==> config.mk <==
export PLATFORM = sky130hd
export DESIGN_NAME = emg_time_feature_extractor
export DESIGN_NICKNAME = d
export VERILOG_FILES = /design/src/emg_tfe_pkg.sv /design/src/emg_tfe_front.sv /design/src/emg_tfe_queue.sv /design/src/emg_tfe_back.sv /design/src/emg_time_feature_extractor.sv
export SDC_FILE = /design/constraint.sdc
export NUM_CORES = 2
export LEC_CHECK = 0
export BUFFER_PORTS_ARGS = -buffer_cell sky130_fd_sc_hd__buf_2
export CORE_AREA = 2 2 282 284
export DETAILED_ROUTE_END_ITERATION = 10
export DIE_AREA = 0 0 284 286
export PLACE_DENSITY = 0.83
export SYNTH_ARGS = -nofsm -noshare
export SYNTH_HDL_FRONTEND = slang
export SYNTH_HIERARCHICAL = 1
export SYNTH_SLANG_ARGS = --single-unit
==> constraint.sdc <==
create_clock -name clk_i -period 21.1 [get_ports clk_i]
set_input_delay 2.11 -clock clk_i [delete_from_list [all_inputs] [get_ports clk_i]]
set_output_delay 2.11 -clock clk_i [all_outputs]
set_load 0.1 [all_outputs]
==> src/emg_tfe_pkg.sv <==
package emg_tfe_pkg;

  typedef struct packed {
    logic signed [15:0] sample;
    logic               last;
  } in_item_t;

  typedef struct packed {
    logic [15:0] rms;
    logic [15:0] mav;
    logic [23:0] wave_length;
    logic [7:0]  zero_crossings;
    logic [7:0]  slope_changes;
    logic [1:0]  status;
  } out_item_t;

  localparam logic [1:0] StatusOk    = 2'd0;
  localparam logic [1:0] StatusShort = 2'd1;
  localparam logic [1:0] StatusLong  = 2'd2;

  localparam logic [23:0] WlMax  = 24'hFFFFFF;
  localparam logic [7:0]  CntMax = 8'hFF;

  localparam int unsigned AbsW = 29;
  localparam int unsigned SqW  = 44;
  localparam int unsigned CntW = 13;

  // A closed window handed from the accumulator to the back end.
  typedef struct packed {
    logic [SqW-1:0]  square_sum;
    logic [AbsW-1:0] abs_sum;
    logic [CntW-1:0] count;
    logic [23:0]     wave_length;
    logic [7:0]      zero_crossings;
    logic [7:0]      slope_changes;
    logic            overflowed;
  } window_t;

endpackage

==> src/emg_tfe_front.sv <==
module emg_tfe_front #(
  parameter int unsigned WindowMax = 256
) (
  input  logic                     clk_i,
  input  logic                     rst_ni,
  input  logic                     valid_i,
  input  emg_tfe_pkg::in_item_t    item_i,
  input  logic [14:0]              zc_thr_i,
  input  logic [15:0]              ssc_thr_i,
  input  logic                     q_full_i,
  output logic                     stall_o,
  output logic                     win_valid_o,
  output emg_tfe_pkg::window_t     win_o
);

  localparam int unsigned CW = emg_tfe_pkg::CntW;

  logic signed [15:0] prev_q;
  logic signed [16:0] pslope_q;
  logic [CW-1:0] cnt_q;
  logic [emg_tfe_pkg::AbsW-1:0] abs_q;
  logic [emg_tfe_pkg::SqW-1:0] sq_q;
  logic [23:0] wl_q;
  logic [7:0] zc_q, ssc_q;
  logic ovf_q;

  logic signed [16:0] s, slope;
  logic [15:0] abs_s;
  logic [16:0] abs_slope;
  logic [24:0] wl_sum;
  logic [31:0] sq;
  logic zc_hit, ssc_hit, take;
  logic signed [17:0] zt, st;
  logic signed [17:0] a18, b18;
  logic signed [18:0] sd;
  logic [18:0] abs_sd;
  logic [17:0] abs_zd;

  assign stall_o = q_full_i;
  assign take    = cnt_q < CW'(WindowMax);

  always_comb begin
    s         = 17'(item_i.sample);
    slope     = s - 17'(prev_q);
    abs_s     = item_i.sample[15] ? 16'(-s) : item_i.sample;
    abs_slope = slope[16] ? 17'(-slope) : slope;
    wl_sum    = {1'b0, wl_q} + 25'(abs_slope);
    sq        = 32'($signed(item_i.sample) * $signed(item_i.sample));
    zt        = 18'({3'b0, zc_thr_i});
    st        = 18'({2'b0, ssc_thr_i});
    a18       = 18'(prev_q);
    b18       = 18'(s);
    abs_zd    = slope[16] ? 18'(-slope) : 18'(slope);
    zc_hit    = ((a18 > zt && b18 < -zt) || (a18 < -zt && b18 > zt))
                && (abs_zd >= 18'(zt));
    sd        = 19'(pslope_q) - 19'(slope);
    abs_sd    = sd[18] ? 19'(-sd) : 19'(sd);
    ssc_hit   = ((18'(pslope_q) > st && 18'(slope) < -st) ||
                 (18'(pslope_q) < -st && 18'(slope) > st))
                && (abs_sd >= 19'(st));
  end

  always_comb begin
    win_o.square_sum     = sq_q + emg_tfe_pkg::SqW'(sq);
    win_o.abs_sum        = abs_q + emg_tfe_pkg::AbsW'(abs_s);
    win_o.count          = cnt_q + CW'(1);
    win_o.wave_length    = wl_q;
    win_o.zero_crossings = zc_q;
    win_o.slope_changes  = ssc_q;
    win_o.overflowed     = ovf_q;
    if (take && cnt_q != '0) begin
      win_o.wave_length = wl_sum[24] ? emg_tfe_pkg::WlMax : wl_sum[23:0];
      if (zc_hit && zc_q != emg_tfe_pkg::CntMax) win_o.zero_crossings = zc_q + 8'd1;
      if (cnt_q >= CW'(2) && ssc_hit && ssc_q != emg_tfe_pkg::CntMax)
        win_o.slope_changes = ssc_q + 8'd1;
    end
    if (!take) begin
      win_o.square_sum = sq_q;
      win_o.abs_sum    = abs_q;
      win_o.count      = cnt_q;
      win_o.overflowed = 1'b1;
    end
    win_valid_o = valid_i && !q_full_i && item_i.last;
  end

  always_ff @(posedge clk_i or negedge rst_ni) begin
    if (!rst_ni) begin
      prev_q <= '0; pslope_q <= '0; cnt_q <= '0; abs_q <= '0; sq_q <= '0;
      wl_q <= '0; zc_q <= '0; ssc_q <= '0; ovf_q <= 1'b0;
    end else if (valid_i && !q_full_i) begin
      if (item_i.last) begin
        prev_q <= '0; pslope_q <= '0; cnt_q <= '0; abs_q <= '0; sq_q <= '0;
        wl_q <= '0; zc_q <= '0; ssc_q <= '0; ovf_q <= 1'b0;
      end else begin
        if (take) begin
          prev_q <= item_i.sample;
          if (cnt_q != '0) pslope_q <= slope;
        end
        cnt_q <= win_o.count; abs_q <= win_o.abs_sum; sq_q <= win_o.square_sum;
        wl_q <= win_o.wave_length; zc_q <= win_o.zero_crossings;
        ssc_q <= win_o.slope_changes; ovf_q <= win_o.overflowed;
      end
    end
  end

endmodule

==> src/emg_tfe_queue.sv <==
module emg_tfe_queue (
  input  logic                 clk_i,
  input  logic                 rst_ni,
  input  logic                 push_i,
  input  emg_tfe_pkg::window_t data_i,
  output logic                 full_o,
  input  logic                 pop_i,
  output logic                 valid_o,
  output emg_tfe_pkg::window_t data_o
);

  emg_tfe_pkg::window_t mem_q [2];
  logic wp_q, rp_q;
  logic [1:0] cnt_q;

  assign full_o  = cnt_q == 2'd2;
  assign valid_o = cnt_q != 2'd0;
  assign data_o  = mem_q[rp_q];

  always_ff @(posedge clk_i) begin
    if (push_i && !full_o) mem_q[wp_q] <= data_i;
  end

  always_ff @(posedge clk_i or negedge rst_ni) begin
    if (!rst_ni) begin
      wp_q <= 1'b0; rp_q <= 1'b0; cnt_q <= 2'd0;
    end else begin
      if (push_i && !full_o) wp_q <= !wp_q;
      if (pop_i && valid_o) rp_q <= !rp_q;
      cnt_q <= cnt_q + 2'(push_i && !full_o) - 2'(pop_i && valid_o);
    end
  end

endmodule

==> src/emg_tfe_back.sv <==
module emg_tfe_back (
  input  logic                   clk_i,
  input  logic                   rst_ni,
  input  logic                   win_valid_i,
  input  emg_tfe_pkg::window_t   win_i,
  output logic                   win_pop_o,
  output logic                   empty_o,
  input  logic                   pop_i,
  output emg_tfe_pkg::out_item_t item_o
);

  localparam int unsigned SqW = emg_tfe_pkg::SqW;
  localparam int unsigned CW  = emg_tfe_pkg::CntW;

  typedef enum logic [2:0] {Idle, DivSq, DivAbs, Root, Done} state_e;

  state_e state_q;
  logic [5:0] step_q;
  logic [SqW-1:0] num_q, quo_q;
  logic [CW:0] rem_q;
  logic [CW-1:0] den_q;
  logic [SqW-1:0] sqmean_q;
  logic [31:0] rv_q;
  logic [16:0] rrem_q;
  logic [15:0] root_q;
  emg_tfe_pkg::out_item_t res_q;

  logic [CW:0] rem_sh;
  logic [18:0] rtrial;
  logic [18:0] rsh;

  assign empty_o = state_q != Done;
  assign win_pop_o = state_q == Idle && win_valid_i;
  assign item_o = res_q;

  always_comb begin
    rem_sh = {rem_q[CW-1:0], num_q[SqW-1]};
    rsh    = {rrem_q, rv_q[31:30]};
    rtrial = {1'b0, root_q, 2'b01};
  end

  always_ff @(posedge clk_i) begin
    unique case (state_q)
      Idle: begin
        num_q <= win_i.square_sum; den_q <= win_i.count; rem_q <= '0;
        step_q <= '0;
        res_q.wave_length    <= win_i.wave_length;
        res_q.zero_crossings <= win_i.zero_crossings;
        res_q.slope_changes  <= win_i.slope_changes;
        res_q.status <= win_i.overflowed ? emg_tfe_pkg::StatusLong : emg_tfe_pkg::StatusOk;
        quo_q <= SqW'(win_i.abs_sum);
        if (win_i.count < CW'(3)) begin
          res_q <= '0;
          res_q.status <= emg_tfe_pkg::StatusShort;
        end
      end
      DivSq, DivAbs: begin
        num_q <= {num_q[SqW-2:0], 1'b0};
        if (rem_sh >= {1'b0, den_q}) begin
          rem_q <= rem_sh - {1'b0, den_q};
          num_q[0] <= 1'b1;
        end else begin
          rem_q <= rem_sh;
        end
        step_q <= step_q + 6'd1;
        if (step_q == 6'(SqW - 1)) begin
          step_q <= '0; rem_q <= '0;
          if (state_q == DivSq) begin
            num_q <= quo_q;
            sqmean_q <= {num_q[SqW-2:0], rem_sh >= {1'b0, den_q}};
          end else begin
            res_q.mav <= 16'({num_q[SqW-2:0], rem_sh >= {1'b0, den_q}});
            rv_q <= 32'(sqmean_q); rrem_q <= '0; root_q <= '0;
          end
        end
      end
      Root: begin
        rv_q <= {rv_q[29:0], 2'b00};
        step_q <= step_q + 6'd1;
        if (rsh >= rtrial) begin
          rrem_q <= 17'(rsh - rtrial); root_q <= {root_q[14:0], 1'b1};
        end else begin
          rrem_q <= 17'(rsh); root_q <= {root_q[14:0], 1'b0};
        end
        if (step_q == 6'd15)
          res_q.rms <= {root_q[14:0], rsh >= rtrial};
      end
      default: ;
    endcase
  end

  always_ff @(posedge clk_i or negedge rst_ni) begin
    if (!rst_ni) begin
      state_q <= Idle;
    end else begin
      unique case (state_q)
        Idle:   if (win_valid_i) state_q <= (win_i.count < CW'(3)) ? Done : DivSq;
        DivSq:  if (step_q == 6'(SqW - 1)) state_q <= DivAbs;
        DivAbs: if (step_q == 6'(SqW - 1)) state_q <= Root;
        Root:   if (step_q == 6'd15) state_q <= Done;
        Done:   if (pop_i) state_q <= Idle;
        default: state_q <= Idle;
      endcase
    end
  end

endmodule

==> src/emg_time_feature_extractor.sv <==
// Channel   | Handshake          | Payload
// input     | push_i / full_o    | in_item_i  (sample, last)
// result    | empty_o / pop_i    | out_item_o (rms, mav, wave_length, zero_crossings,
//           |                    |             slope_changes, status)
// config    | APB psel/penable   | zc_threshold at 0x0, ssc_threshold at 0x4
//
// Samples are accepted one per cycle; a sample is folded into the window sums
// in the cycle it is accepted. A closed window enters a two-entry queue, and
// the back end then runs a load, two 44-step restoring divisions and a 16-step
// square root before the result shows; a window of under three samples skips
// straight to a short status. Input stalls only while that queue is full.
// Reset clears all window state and both thresholds to zero.
module emg_time_feature_extractor #(
  parameter int unsigned WindowMax = 256
) (
  input  logic                   clk_i,
  input  logic                   rst_ni,
  input  logic                   push_i,
  output logic                   full_o,
  input  emg_tfe_pkg::in_item_t  in_item_i,
  output logic                   empty_o,
  input  logic                   pop_i,
  output emg_tfe_pkg::out_item_t out_item_o,
  input  logic                   psel,
  input  logic                   penable,
  input  logic                   pwrite,
  input  logic [2:0]             paddr,
  input  logic [31:0]            pwdata,
  output logic [31:0]            prdata,
  output logic                   pready
);

  logic [14:0] zc_thr_q;
  logic [15:0] ssc_thr_q;
  logic q_full, q_valid, win_push, win_pop;
  emg_tfe_pkg::window_t win_in, win_out;

  assign pready = 1'b1;

  // Two registers; the address selects by its word bit.
  always_ff @(posedge clk_i or negedge rst_ni) begin
    if (!rst_ni) begin
      zc_thr_q  <= '0;
      ssc_thr_q <= '0;
    end else if (psel && penable && pwrite) begin
      if (paddr[2] == 1'b0) zc_thr_q <= pwdata[14:0];
      else ssc_thr_q <= pwdata[15:0];
    end
  end

  always_comb begin
    prdata = paddr[2] ? {16'b0, ssc_thr_q} : {17'b0, zc_thr_q};
  end

  emg_tfe_front #(.WindowMax(WindowMax)) u_front (
    .clk_i, .rst_ni, .valid_i(push_i), .item_i(in_item_i),
    .zc_thr_i(zc_thr_q), .ssc_thr_i(ssc_thr_q), .q_full_i(q_full),
    .stall_o(full_o), .win_valid_o(win_push), .win_o(win_in)
  );

  emg_tfe_queue u_queue (
    .clk_i, .rst_ni, .push_i(win_push), .data_i(win_in), .full_o(q_full),
    .pop_i(win_pop), .valid_o(q_valid), .data_o(win_out)
  );

  emg_tfe_back u_back (
    .clk_i, .rst_ni, .win_valid_i(q_valid), .win_i(win_out), .win_pop_o(win_pop),
    .empty_o, .pop_i, .item_o(out_item_o)
  );

endmodule

==> metrics.cfg <==
[status]
status=finished, final reports clean

[grt]
grt_pass1_vias=36500
grt_pass1_wl_microns=195000
grt_max_degree=93
antenna_found_initial=1
overflow=0
grt_usage_pct=30.1

[cells_and_area]
diodes=0
area_growth_pct=8.18
mostFrequentLayoutCells=530 x edfxtp_1, 497 x inv_1, 471 x nand2_1
drive_gt1_share_pct=11.5
fin_nets=5471
final_common_cell=edfxtp_1
n_fill_cell=5551

[die]
core_sq_mm=0.0784
pin_count=168
rows=103
die_h_microns=286
die_w_microns=284
start_util_pct=64.5
die-area_sq_mm=0.0812

[synthesis]
synth_area_leaders=edfxtp_1 31%, dfrtp_1 9.8%, ha_1 9.7%
synth.largest_area_cell=edfxtp_1
ys.warnings.count=6
synth.top_cell.area_share_pct=31.5
synthDistinctLibCells=113
seq_area_frac_synth_pct=41.3
ys_seq_elements=728
ys.flop_type=edfxtp_1
post_synth_instance_area_sq_mm=0.0505
synth_edf_count=530
syn_inst=4700
syn_area_per_cell_sq_um=10.7
synth-async-reset-ratio_pct=27.2

[timing]
worstMarginPinSlew_ns=1.12
hold_viol=0
setup_tns_ns=0
fin_skew_ns=0.0382
period_needed_ns=11.79
setup_viol=0
maxSlewViolCount=0
rsz0062_at_grt=no
finalCritPeriodShare_pct=55.9
fmax_mhz=84.9
relSlewSlack_pct=24.9

[worst_setup_path]
critPathMostFrequentCell=fa_1
critPathMaxStageDelay_ns=0.89
cp.buffers_inverters=6
end_kind=flip-flop
cp-start-kind=input pin
slowest_stage=clkinv_1
worstPathArrival_ns=12.29
required_ns=21.60
cp_max_fo=35
crit_type=input pin to flip-flop
cp_top_family=adder cells

[drt]
drt_iter0_drc=2754
first_pass_iters=5
routedWlPerCell_microns=20.7
wl_microns=122000
drc_errors=0
num_vias=36000
viasPerCell=6.12
drtAntennaViolNets=0

[place]
dpl.hpwl_microns=87000
gp_congestion=0.984
io_buffers=132

[cts]
cts_buffers=76
cts_resized=0
insertion_delay_ns=0.65
cts_sinks=728
tritoncts=built
post-cts-setup-buffer-count=0
htreeDepth=3
clock_tree.buffer_depth=3
clk_pin_slew_worst_paths_ns=0.06
hold_buffers=0
clockRootBuffer=clkbuf_16

[worst_hold_path]
hold_path.class=flip-flop to flip-flop

[run]
maxCapViolCount=0

==> metrics by stage <==
stage / hold WS [ns] / setup slack [ns] / instance area [sq um] / util (%) / instances
after floorplan: 0.418 / 11.01 / 50600 / - / 4715
after global placement: 0.420 / 9.02 / 52000 / 66.4 / 5749
after detailed placement: 0.427 / 8.91 / 52000 / 66.4 / 5749
after CTS: 0.435 / 9.51 / 54700 / 69.8 / 5891
after global routing: 0.451 / 8.83 / 54700 / 69.8 / 5891
final: 0.439 / 9.31 / 54700 / 69.8 / 5891
==> sequential cells by signal (all words and copies together), names as in the netlist, 24 cells and up <==
signal,flops
u_back/sqmean_q,32
u_back/quo_q,29
u_front/wl_q,24
u_front/sq_q,44
u_front/abs_q,29
u_queue/mem_q,254
u_back/rv_q,32
u_back/item_o,74
u_back/num_q,44
==> Yosys cell counts (75+ instances only) <==
library cell,instances
nor2_1,245
inv_1,497
o21ai_0,201
a21oi_1,195
fa_1,242
ha_1,393
xnor2_1,179
nand2_1,471
dfrtp_1,198
and2_1,96
nand3_1,75
clkbuf_1,125
mux2_2,171
edfxtp_1,530
==> metal layers <==
metal,GRT usage [%],vias up,share of wire [%],wire (microns)
met1,37.7,17700,39,48000
met3,3.81,329,5.8,7100
met2,52.2,1319,50,60700
met4,14.3,2,4.9,6000
met5,0,-,0.013,16
li1,-,16700,-,-
==> cell type report <==
cell class | instances | area (sq um) | area share (%)
well taps | 1050 | 1310 | 2.40
inverters | 503 | 1890 | 3.45
clock buffers | 100 | 2090 | 3.83
multi-input cells | 3291 | 26900 | 49.3
repair buffers | 177 | 1010 | 1.84
clock inverters | 42 | 561 | 1.03
flip-flops and latches | 728 | 20900 | 38.2
==> final timing paths <==
check | startpoint | to | slack [ns] | cells past startpoint
worst max-delay path | in_item_i[16] | u_front/sq_q[37] | 9.31 | 31
worst min-delay path | u_back/num_q[2] | u_back/sqmean_q[3] | 0.44 | 0
worst max register to register | u_front/prev_q[0] | u_queue/mem_q[0][2] | 13.58 | 32
worst min register to register | u_back/num_q[2] | u_back/sqmean_q[3] | 0.44 | 0
max in group asynchronous | rst_ni | u_front/pslope_q[11] | 18.09 | 2
min in group asynchronous | rst_ni | ssc_thr_q[7] | 1.49 | 1
==> logic make-up (layout without fill, tap and decap cells) <==
group / Yosys count / in the layout / share of synthesized area [%]
xor+xnor: 255 / 255 / 4.46
mux: 212 / 212 / 4.73
flops: 728 / 728 / 41.3
compound gates: 908 / 908 / 12.4
fa+ha+maj: 635 / 635 / 19.3
simple gates: 1264 / 1264 / 12.1
other cells: 2 / 17 / 0.0149
buf+inv: 696 / 822 / 5.69
Power is not shown: default switching activity piles up to over one toggle a cycle in this logic, so the estimate is an artifact.
